==> src/sv/pal_pkg.sv <==
// ----------------------------------------------------------------------------
// pal_pkg
// Shared types, sizes and conversion helpers for the positional array list.
// ----------------------------------------------------------------------------
package pal_pkg;

  // list geometry
  localparam int CAPACITY   = 8;
  localparam int DATA_WIDTH = 32;

  // counter holds 0..CAPACITY, index addresses 0..CAPACITY-1
  localparam int CNT_W = $clog2(CAPACITY + 1);
  localparam int IDX_W = (CAPACITY > 1) ? $clog2(CAPACITY) : 1;
  // width for comparing a position against the count
  localparam int CMP_W = ((CNT_W > 4) ? CNT_W : 4) + 1;

  // port-facing field widths
  localparam int CMD_W    = 2;
  localparam int POS_W    = 4;
  localparam int VAL_W    = 32;
  localparam int STATUS_W = 2;
  localparam int COUNT_W  = 4;

  typedef enum logic [CMD_W-1:0] {
    CMD_INSERT = 2'd0,
    CMD_DELETE = 2'd1,
    CMD_READ   = 2'd2,
    CMD_CLEAR  = 2'd3
  } cmd_e;

  typedef enum logic [STATUS_W-1:0] {
    ST_OK        = 2'd0,
    ST_OVERFLOW  = 2'd1,
    ST_UNDERFLOW = 2'd2,
    ST_INVALID   = 2'd3
  } status_e;

  // what a slot cell does at each clock edge
  typedef enum logic [2:0] {
    OP_HOLD,
    OP_TAKE_LEFT,
    OP_TAKE_RIGHT,
    OP_LOAD,
    OP_ZERO
  } cell_op_e;

  typedef struct packed {
    cell_op_e op;
  } cell_ctrl_t;

  // stored slot to 32-bit port value, sign-extended
  function automatic logic [VAL_W-1:0] to_out(input logic [DATA_WIDTH-1:0] v);
    logic signed [63:0] ext;
    ext = 64'(signed'(v));
    return ext[VAL_W-1:0];
  endfunction

  // 32-bit port value to slot width, sign-extended then trimmed
  function automatic logic [DATA_WIDTH-1:0] from_in(input logic [VAL_W-1:0] v);
    logic signed [63:0] ext;
    ext = 64'(signed'(v));
    return ext[DATA_WIDTH-1:0];
  endfunction

endpackage

==> src/sv/pal_cell.sv <==
// ----------------------------------------------------------------------------
// pal_cell
// One list slot: holds its entry or takes it from a neighbor, the new item
// value, or zero, as the control word says.
// ----------------------------------------------------------------------------
module pal_cell (
  input  logic                            clk_i,
  input  logic                            rst_ni,
  input  pal_pkg::cell_ctrl_t             ctrl_i,
  input  logic [pal_pkg::DATA_WIDTH-1:0]  left_i,
  input  logic [pal_pkg::DATA_WIDTH-1:0]  right_i,
  input  logic [pal_pkg::DATA_WIDTH-1:0]  load_i,
  output logic [pal_pkg::DATA_WIDTH-1:0]  slot_o
);

  logic [pal_pkg::DATA_WIDTH-1:0] slot_q, slot_d;

  // next slot value
  always_comb begin
    case (ctrl_i.op)
      pal_pkg::OP_TAKE_LEFT:  slot_d = left_i;
      pal_pkg::OP_TAKE_RIGHT: slot_d = right_i;
      pal_pkg::OP_LOAD:       slot_d = load_i;
      pal_pkg::OP_ZERO:       slot_d = '0;
      default:                slot_d = slot_q;
    endcase
  end

  // slot register, store resets to zero
  always_ff @(posedge clk_i or negedge rst_ni) begin
    if (!rst_ni) begin
      slot_q <= '0;
    end else begin
      slot_q <= slot_d;
    end
  end

  assign slot_o = slot_q;

endmodule

==> src/sv/positional_array_list.sv <==
// ----------------------------------------------------------------------------
// positional_array_list
// Fixed-capacity ordered list with 1-based positions, built as a row of slot
// cells that shift toward or away from their neighbors on insert and delete.
// ----------------------------------------------------------------------------
//  channel  | handshake              | fields
//  ---------+------------------------+---------------------------------------
//  command  | start_i, busy_o        | cmd_i, position_i, item_value_i
//  result   | valid_o (strobe)       | status_o, out_value_o, entry_count_o,
//           |                        | is_full_o, is_empty_o
//
// Every item is handled at once: all cells update in parallel at the accepting
// edge and valid_o marks the result in the next cycle, for that cycle only.
// busy_o stays low, so a new item may come in every cycle.
// Reset zeroes every slot and the count at once; no clearing pass.
// The receiver cannot stall; results are never held.
// ----------------------------------------------------------------------------
module positional_array_list (
  input  logic                          clk_i,
  input  logic                          rst_ni,
  input  logic                          start_i,
  output logic                          busy_o,
  input  logic [pal_pkg::CMD_W-1:0]     cmd_i,
  input  logic [pal_pkg::POS_W-1:0]     position_i,
  input  logic [pal_pkg::VAL_W-1:0]     item_value_i,
  output logic                          valid_o,
  output logic [pal_pkg::STATUS_W-1:0]  status_o,
  output logic [pal_pkg::VAL_W-1:0]     out_value_o,
  output logic [pal_pkg::COUNT_W-1:0]   entry_count_o,
  output logic                          is_full_o,
  output logic                          is_empty_o
);

  localparam int CAP = pal_pkg::CAPACITY;
  localparam int DW  = pal_pkg::DATA_WIDTH;
  localparam int CW  = pal_pkg::CMP_W;

  logic                       accept;
  pal_pkg::cmd_e              cmd;
  logic [pal_pkg::CNT_W-1:0]  count_q, count_d;
  logic [CW-1:0]              pos_ext, cnt_ext, pidx;
  logic                       full_now, empty_now, pos_ok_ins, pos_ok_rd;
  logic                       do_ins, do_del;
  pal_pkg::status_e           status_d, status_q;
  logic [pal_pkg::VAL_W-1:0]  value_d, value_q;
  logic [DW-1:0]              load_val;
  logic [DW-1:0]              slot [CAP];
  pal_pkg::cell_ctrl_t        ctrl [CAP];
  logic                       valid_q, full_q, empty_q;
  logic [CW-1:0]              cnt_next_ext;

  assign busy_o = 1'b0;
  assign accept = start_i && !busy_o;
  assign cmd    = pal_pkg::cmd_e'(cmd_i);

  // position checks against the current count
  assign pos_ext    = CW'(position_i);
  assign cnt_ext    = CW'(count_q);
  assign pidx       = pos_ext - CW'(1);
  assign full_now   = (cnt_ext == CW'(CAP));
  assign empty_now  = (count_q == '0);
  assign pos_ok_ins = (pos_ext != '0) && (pos_ext <= cnt_ext + CW'(1));
  assign pos_ok_rd  = (pos_ext != '0) && (pos_ext <= cnt_ext);
  assign load_val   = pal_pkg::from_in(item_value_i);

  // status, returned value and next count
  always_comb begin
    status_d = pal_pkg::ST_OK;
    value_d  = '0;
    count_d  = count_q;
    do_ins   = 1'b0;
    do_del   = 1'b0;
    case (cmd)
      pal_pkg::CMD_INSERT: begin
        if (full_now) begin
          status_d = pal_pkg::ST_OVERFLOW;
        end else if (!pos_ok_ins) begin
          status_d = pal_pkg::ST_INVALID;
        end else begin
          do_ins  = 1'b1;
          count_d = count_q + pal_pkg::CNT_W'(1);
        end
      end
      pal_pkg::CMD_DELETE: begin
        if (empty_now) begin
          status_d = pal_pkg::ST_UNDERFLOW;
        end else if (!pos_ok_rd) begin
          status_d = pal_pkg::ST_INVALID;
        end else begin
          do_del  = 1'b1;
          value_d = pal_pkg::to_out(slot[pidx[pal_pkg::IDX_W-1:0]]);
          count_d = count_q - pal_pkg::CNT_W'(1);
        end
      end
      pal_pkg::CMD_READ: begin
        if (!pos_ok_rd) begin
          status_d = pal_pkg::ST_INVALID;
        end else begin
          value_d = pal_pkg::to_out(slot[pidx[pal_pkg::IDX_W-1:0]]);
        end
      end
      default: begin
        count_d = '0;
      end
    endcase
  end

  // per-cell control: zero all on clear, shift up from the insert point, down from the delete point
  always_comb begin
    for (int j = 0; j < CAP; j++) begin
      ctrl[j].op = pal_pkg::OP_HOLD;
      if (accept) begin
        if (cmd == pal_pkg::CMD_CLEAR) begin
          ctrl[j].op = pal_pkg::OP_ZERO;
        end else if (do_ins) begin
          if (CW'(j) == pidx) begin
            ctrl[j].op = pal_pkg::OP_LOAD;
          end else if ((CW'(j) > pidx) && (CW'(j) <= cnt_ext)) begin
            ctrl[j].op = pal_pkg::OP_TAKE_LEFT;
          end
        end else if (do_del) begin
          if (CW'(j) + CW'(1) == cnt_ext) begin
            ctrl[j].op = pal_pkg::OP_ZERO;
          end else if ((CW'(j) >= pidx) && (CW'(j) + CW'(1) < cnt_ext)) begin
            ctrl[j].op = pal_pkg::OP_TAKE_RIGHT;
          end
        end
      end
    end
  end

  // row of slot cells
  for (genvar g = 0; g < CAP; g++) begin : g_cell
    logic [DW-1:0] left_w, right_w;
    if (g == 0) begin : g_first
      assign left_w = '0;
    end else begin : g_mid_l
      assign left_w = slot[g-1];
    end
    if (g == CAP - 1) begin : g_last
      assign right_w = '0;
    end else begin : g_mid_r
      assign right_w = slot[g+1];
    end
    pal_cell u_cell (
      .clk_i   (clk_i),
      .rst_ni  (rst_ni),
      .ctrl_i  (ctrl[g]),
      .left_i  (left_w),
      .right_i (right_w),
      .load_i  (load_val),
      .slot_o  (slot[g])
    );
  end

  assign cnt_next_ext = CW'(count_d);

  // count and strobe
  always_ff @(posedge clk_i or negedge rst_ni) begin
    if (!rst_ni) begin
      count_q <= '0;
      valid_q <= 1'b0;
    end else begin
      valid_q <= accept;
      if (accept) begin
        count_q <= count_d;
      end
    end
  end

  // result payload
  always_ff @(posedge clk_i) begin
    if (accept) begin
      status_q <= status_d;
      value_q  <= value_d;
      full_q   <= (cnt_next_ext == CW'(CAP));
      empty_q  <= (count_d == '0);
    end
  end

  assign valid_o       = valid_q;
  assign status_o      = status_q;
  assign out_value_o   = value_q;
  assign entry_count_o = pal_pkg::COUNT_W'(count_q);
  assign is_full_o     = full_q;
  assign is_empty_o    = empty_q;

endmodule

==> config.mk <==
export PLATFORM = sky130hd
export DESIGN_NAME = positional_array_list
export DESIGN_NICKNAME = d
export VERILOG_FILES = /design/src/sv/pal_pkg.sv /design/src/sv/pal_cell.sv /design/src/sv/positional_array_list.sv
export SDC_FILE = /design/constraint.sdc
export NUM_CORES = 1
export LEC_CHECK = 0
export ABC_AREA = 1
export BUFFER_PORTS_ARGS = -buffer_cell sky130_fd_sc_hd__buf_2
export CAP_MARGIN = 20
export CELL_PAD_IN_SITES_DETAIL_PLACEMENT = 1
export CELL_PAD_IN_SITES_GLOBAL_PLACEMENT = 2
export CORE_MARGIN = 3
export CORE_UTILIZATION = 39
export DETAILED_ROUTE_END_ITERATION = 8
export HOLD_SLACK_MARGIN = 0.06
export PLACE_DENSITY = 0.85
export SLEW_MARGIN = 30
export SYNTH_ARGS = -nofsm -noshare
export SYNTH_HDL_FRONTEND = slang
export SYNTH_SLANG_ARGS = --single-unit
==> constraint.sdc <==
create_clock -name clk_i -period 6.8 [get_ports clk_i]
set_input_delay 1.36 -clock clk_i [delete_from_list [all_inputs] [get_ports clk_i]]
set_output_delay 1.36 -clock clk_i [all_outputs]
set_load 0.01 [all_outputs]
# After elaboration in Yosys (flattened, before gate mapping)
# Index checks and enable logic that the tools add are counted.
totals:
  ff_bits: 297
classes:
  n_addsub: 4
  order_cmp: 35
  eq_ne: 52
  mux: 94
  n_bitwise: 1
  n_reduce_logical: 33
op_table:
  columns: ["operator", "n"]
  rows:
  - ["case mux 32 bit (4 select lines)", 6]
  - ["case mux 32 bit (3 select lines)", 2]
  - ["2-to-1 mux 32 bit", 4]
  - ["2-to-1 mux 3 bit", 40]
  - ["binary-select mux 32 bit (select 3 bit)", 1]
  - ["case mux 32 bit (2 select lines)", 1]
  - ["== test 3 x 2 -> 1 bit, second input constant", 16]
  - ["2-to-1 mux 2 bit", 20]
  - ["== test 3 x 1 -> 1 bit, second input constant", 8]
  - ["== test 3 bit, second input constant", 8]
  - ["nonzero test 4 bit", 6]
  - ["== test 3 x 5 -> 1 bit, first input constant", 4]
  - [">= comparator 3 x 5 -> 1 bit, first input constant", 4]
  - ["> comparator 3 x 5 -> 1 bit, first input constant", 4]
  - ["logical AND 1 bit", 18]
  - ["== test 3 x 4 -> 1 bit, first input constant", 4]
  - ["<= comparator 3 x 4 -> 1 bit, first input constant", 4]
  - ["< comparator 3 x 4 -> 1 bit, first input constant", 4]
  - ["2-to-1 mux 4 bit", 4]
  - ["2-to-1 mux 1 bit", 14]
  - ["case mux 4 bit (3 select lines)", 1]
  - ["== test 2 x 5 -> 1 bit, first input constant", 2]
  - [">= comparator 1 x 5 -> 1 bit, first input constant", 2]
  - [">= comparator 2 x 5 -> 1 bit, first input constant", 2]
  - ["29 further kinds", 40]

# Logic depth before layout (Yosys ltp)
depth:
  ltp_word: 12
  ltp_mapped: 23

# Hierarchy
# A second synthesis with hierarchy kept.
unflattened:
  cells_unflattened: 3763
  hier_area_um2: 23511.3
by_module_without_submodules:
  columns: ["mod", "n_inst", "cells_per_inst", "area_each_um2", "seq_area_each_um2"]
  rows:
  - ["pal_cell", 8, 382, 2333.5, 800.8]
  - ["positional_array_list", 1, 707, 4843.4, 1206.2]

# Worst setup path after synthesis
# OpenSTA, ideal clock, no wires.
synth_timing:
  path_type: "input-to-reg"
  startpoint: "input position_i[0] (netlist name)"
  endpoint: "register g_cell[1].u_cell.slot_q, in the netlist g_cell[1].u_cell.slot_o[10]"
  setup_time_ns: 0.117
  t_arrival_ns: 4.185
  t_required_ns: 6.683
  path_slack_ns: 2.499
  stages: 18
  n_path_buf: 6
  cell_sequence: "buf_2 > inv_2 > clkbuf_1 > clkbuf_1 > buf_1 > ha_1 > nand2_1 > nand2_2 > nand2_1 > nor2_4 > inv_2 > nor2_1 > nand2_1 > and3_1 > buf_2 > buf_2 > nand2_1 > nand2_1"
synth_via:
  elab_chain_len: 11
synth_rtl:
  columns: ["element", "line", "text"]
  rows:
  - ["start: declaration", "positional_array_list.sv:24", "input logic [pal_pkg::POS_W-1:0] position_i,"]
  - ["subtractor 4 x 1 -> 5 bit (tied with other cells)", "positional_array_list.sv:59", "assign pidx = pos_ext - CW'(1);"]
  - [">= comparator 1 x 5 -> 1 bit or logical AND 1 bit (tied branches)", "positional_array_list.sv:124, positional_array_list.sv:63", null]
  - ["logical AND 1 bit or 2-to-1 mux 1 bit (tied branches)", "positional_array_list.sv:124, positional_array_list.sv:87", null]
  - ["2-to-1 mux 2 bit or 2-to-1 mux 1 bit (tied branches)", "positional_array_list.sv:124, positional_array_list.sv:85", null]
  - ["2-to-1 mux 3 bit or 2-to-1 mux 1 bit (tied branches)", "positional_array_list.sv:122, positional_array_list.sv:73", null]
  - ["2-to-1 mux 3 bit", "positional_array_list.sv:121", "end else if (do_del) begin"]
  - ["2-to-1 mux 3 bit *", "positional_array_list.sv:115", "end else if (do_ins) begin"]
  - ["2-to-1 mux 3 bit *", "positional_array_list.sv:113", "if (cmd == pal_pkg::CMD_CLEAR) begin"]
  - ["2-to-1 mux 3 bit *", "positional_array_list.sv:112", "if (accept) begin"]
  - ["== test 3 bit (tied with other cells)", "pal_cell.sv:20", "case (ctrl_i.op)"]
  - ["case mux 32 bit (4 select lines) or nonzero test 4 bit (tied branches)", null, null]
  - ["end signal: assignment", "pal_cell.sv:34", "slot_q <= slot_d;"]
  - ["end: declaration", "pal_cell.sv:16", "logic [pal_pkg::DATA_WIDTH-1:0] slot_q, slot_d;"]
# Every way passes the cells marked *; elsewhere a longest branch is shown, timed or not.
# A chain may end at the register's enable or synchronous reset.

# Worst setup path after layout
layout_timing:
  startpoint: "input position_i[0] (netlist name)"
  endpoint: "register g_cell[4].u_cell.slot_q, in the netlist g_cell[4].u_cell.slot_o[15]"
layout_via:
  elab_chain_len: 11
layout_rtl:
  columns: ["element", "line"]
  rows:
  - ["subtractor 4 x 1 -> 5 bit (tied with other cells)", "positional_array_list.sv:59"]
  - [">= comparator 3 x 5 -> 1 bit or logical AND 1 bit (tied branches)", "positional_array_list.sv:124, positional_array_list.sv:63"]
  - ["logical AND 1 bit or 2-to-1 mux 1 bit (tied branches)", "positional_array_list.sv:124, positional_array_list.sv:87"]
  - ["2-to-1 mux 2 bit or 2-to-1 mux 1 bit (tied branches)", "positional_array_list.sv:124, positional_array_list.sv:85"]
  - ["2-to-1 mux 3 bit or 2-to-1 mux 1 bit (tied branches)", "positional_array_list.sv:122, positional_array_list.sv:73"]
  - ["2-to-1 mux 3 bit", "positional_array_list.sv:121"]
  - ["2-to-1 mux 3 bit *", "positional_array_list.sv:115"]
  - ["2-to-1 mux 3 bit *", "positional_array_list.sv:113"]
  - ["2-to-1 mux 3 bit *", "positional_array_list.sv:112"]
  - ["== test 3 bit (tied with other cells)", "pal_cell.sv:20"]
  - ["case mux 32 bit (4 select lines) or nonzero test 4 bit (tied branches)", null]
  - ["end signal: assignment", "pal_cell.sv:34"]
  - ["end: declaration", "pal_cell.sv:16"]
# Marks and branches as above.

==> results.json <==
{
  "crit_arrival_ns": 5.55,
  "synth_top_area_share_pct": 30.59,
  "switchingPower_mw": 3.017,
  "cts_root_buffer": "clkbuf_16",
  "p_comb_share_pct": 30.4,
  "io_buffers": 81,
  "slowest_stage": "and3_2",
  "grt_pass1_vias": 25400,
  "antenna_found_initial": 2,
  "powerDensity_nw_per_um2": 315.5,
  "worst-path-buf-inv": 4,
  "critical_path.max_stage_delay_ns": 0.97,
  "synth_nets": 3214,
  "io_pins": 83,
  "setup_viol": 0,
  "yosys.cell_types.count": 51,
  "status": "finished, final reports clean",
  "cp_common_cell": "nand2_1",
  "initial_core_util_pct": 39.51,
  "die_h_um": 240.0,
  "die_width_um": 240.0,
  "p_clk_share_pct": 30.3,
  "htree_num_levels": 2,
  "area_growth_pct": 9.935,
  "seqPwrFrac_pct": 39.3,
  "peakVddDrop_mv": 0.1682,
  "gp_congestion": 0.8924,
  "numClockSinks": 297,
  "switching_share_pct": 40.74,
  "tritoncts": "yes",
  "final.setup.tns_ns": 0,
  "critPathTopFamily": "simple AND/OR/NAND/NOR gates",
  "skew_ns": 0.02026,
  "async_reset_ff_share_pct": 87.88,
  "worstMarginPinSlew_ns": 1.075,
  "clk_path_buf_depth": 3,
  "vias": 24610,
  "grt.total_usage_pct": 37.40,
  "nNetsFinal": 3109,
  "viasPerCell": 6.519,
  "rows": 85,
  "fp.coreArea_um2": 54030,
  "yosysWarnings": 0,
  "endpoint_kind": "flop",
  "hold_viol": 0,
  "drc": 0,
  "synthTopCellsByArea": "dfrtp_1, nand2_1, nand3_1",
  "finalCritPeriodShare_pct": 74.30,
  "wl_per_cell_um": 28.73,
  "intPower_mw": 4.388,
  "drtPass1Iterations": 6,
  "seq_area_frac_synth_pct": 35.66,
  "die_area_um2": 57580,
  "syn_area_um2": 21350,
  "cts.reportedPaths.clkPinSlew_ns": 0.06,
  "synth_flop_cell": "dfrtp_1",
  "p_leak_nw": 10.60,
  "startpoint_type": "input port",
  "cp.required_ns": 7.30,
  "maxCapViolCount": 0,
  "synth_seq_cells": 297,
  "drive_gt1_share_pct": 9.292,
  "synth_edf_count": 36,
  "grt.overflow.total": 0,
  "nFillCells": 6887,
  "cp_max_fo": 74,
  "relSlewSlack_pct": 28.23,
  "fin_util_pct": 43.44,
  "dp_hpwl_um": 62790,
  "min-delay-path-class": "reg -> reg",
  "wl_um": 108400,
  "min_period_ns": 5.052,
  "postCtsSetupBuffers": 0,
  "clk-insertion-delay-late_ns": 0.58,
  "crit_type": "in -> reg",
  "fin_hold_ws_ns": 0.5152,
  "grt_max_degree": 124,
  "grt_pass1_wl_um": 162600,
  "yosysMostFrequentCell": "nand2_1",
  "synth_largest_area_cell": "dfrtp_1",
  "slew_viol_final": 0,
  "holdBufCountCts": 0,
  "postRouteAntennaNets": 0,
  "syn_avg_cell_area_um2": 6.773,
  "rsz0062_at_grt": "false",
  "cts_buffers": 39,
  "drt-initial-drc-count": 2325,
  "crit_chain": "buf_6 -> inv_2 -> ha_1 -> nand2_1 -> nand4_4 -> nand2_1 -> nand2_1 -> buf_4 -> nand2_2 -> buf_4 -> and3_2 -> nand2_1 -> nand2_1",
  "synth_common_cells": "nand2_1, nand3_1, dfrtp_1",
  "synth_cells": 3152,
  "cts_resized": 0,
  "timing.fmax_ghz": 0.1979
}
## placed cells by master (no fill, tap or decap), drive strengths merged, types with 12 or more instances in the layout
master,Yosys,final
a2111oi,12,12
a211oi,20,20
a21oi,56,56
buf,132,157
clkbuf,172,52
clkinv,3,16
dfrtp,261,261
edfxtp,36,36
ha,21,21
inv,244,245
nand2,1098,1098
nand3,392,392
nand4,228,228
nor2,88,88
o211ai,198,198
o21ai,113,113
o22ai,32,32
## stage by stage
step / instance area, µm² / setup slack [ns] / cells / total power [mW]
4_1_cts: 23410 / 1.907 / 3772 / 7.373
6_report: 23470 / 1.748 / 3775 / 7.405
3_5_place_dp: 22070 / 1.312 / 3700 / 5.110
2_1_floorplan: 21350 / 2.499 / 3152 / 4.223
5_1_grt: 23470 / 1.577 / 3774 / 7.822
3_3_place_gp: 22000 / 1.075 / 3698 / 4.990
## registers in the layout (all words and copies together) (netlist names)
name	cells
is_full_o	1
g_cell.u_cell.slot_o	256
out_value_o	32
is_empty_o	1
entry_count_o	4
valid_o	1
status_o	2
## worst paths after layout
check	start	to	slack (ns)	depth (start not counted)
max in group asynchronous	rst_ni	g_cell[0].u_cell.slot_o[4]$_DFFE_PN0P_	4.77	2
max	position_i[0]	g_cell[4].u_cell.slot_o[15]$_DFFE_PN0P_	1.75	13
min in group asynchronous	rst_ni	valid_o$_DFF_PN0_	0.75	1
min	g_cell[4].u_cell.slot_o[24]$_DFFE_PN0P_	g_cell[4].u_cell.slot_o[24]$_DFFE_PN0P_	0.52	2
max reg2reg	entry_count_o[0]$_DFFE_PN0P_	g_cell[4].u_cell.slot_o[15]$_DFFE_PN0P_	1.92	19
min reg2reg	g_cell[4].u_cell.slot_o[24]$_DFFE_PN0P_	g_cell[4].u_cell.slot_o[24]$_DFFE_PN0P_	0.52	2
## cells by family (layout without fill, tap and decap cells)
kind of cell             Yosys count  after routing  share of synthesized area [%]
AO/OA/AOI/OAI                    453            453                          13.96
XOR/XNOR                           3              3                         0.1231
adder cells (fa/ha/maj)           21             21                          1.231
buffers and inverters            551            477                          10.89
flip-flops                       297            297                          35.66
multiplexers                       7              7                         0.3282
other                              1              2                        0.01757
AND/OR/NAND/NOR                 1819           1819                          37.80
## power groups by stage
stage	registers, mW	logic, mW	clock network (mW)
2_1_floorplan	2.72	1.50	0
3_3_place_gp	2.89	2.10	0
3_5_place_dp	2.91	2.20	0
4_1_cts	2.89	2.21	2.27
5_1_grt	2.98	2.51	2.34
6_report	2.91	2.25	2.24
## routing by layer
layer / vias up / routed length, µm / global-route usage, %
li1: 10480 / - / -
met1: 12290 / 42850 / 46.09
met2: 1368 / 48990 / 60.07
met3: 473 / 9260 / 7.628
met4: 4 / 7312 / 23.42
met5: - / 28 / 0
## worst register-to-register path, stage by stage, from the launching register on
cell and delay [ns]:
dfrtp_1 0.52, ha_1 0.33, nand2_2 0.13, inv_1 0.09
nor2_1 0.19, inv_1 0.11, ha_1 0.28, nand2_1 0.06
nor2_1 0.11, nor2_1 0.06, nand2_2 0.11, nand4_4 0.34
nand2_1 0.17, nand2_1 0.07, buf_4 0.30, nand2_2 0.16
buf_4 0.53, and3_2 0.98, nand2_1 0.14, nand2_1 0.11
## cell type report
class	instances	area, µm²	share of cell area (%)
tap	696	870.8	3.711
timing repair buffer	158	1131	4.820
inverter	247	932.1	3.972
sequential	297	7612	32.44
clock buffer	51	1072	4.569
multi-input combinational	2304	11580	49.35
antenna	1	2.502	0.01066
clock inverter	21	266.5	1.136
Power figures use the tool's default switching activity.
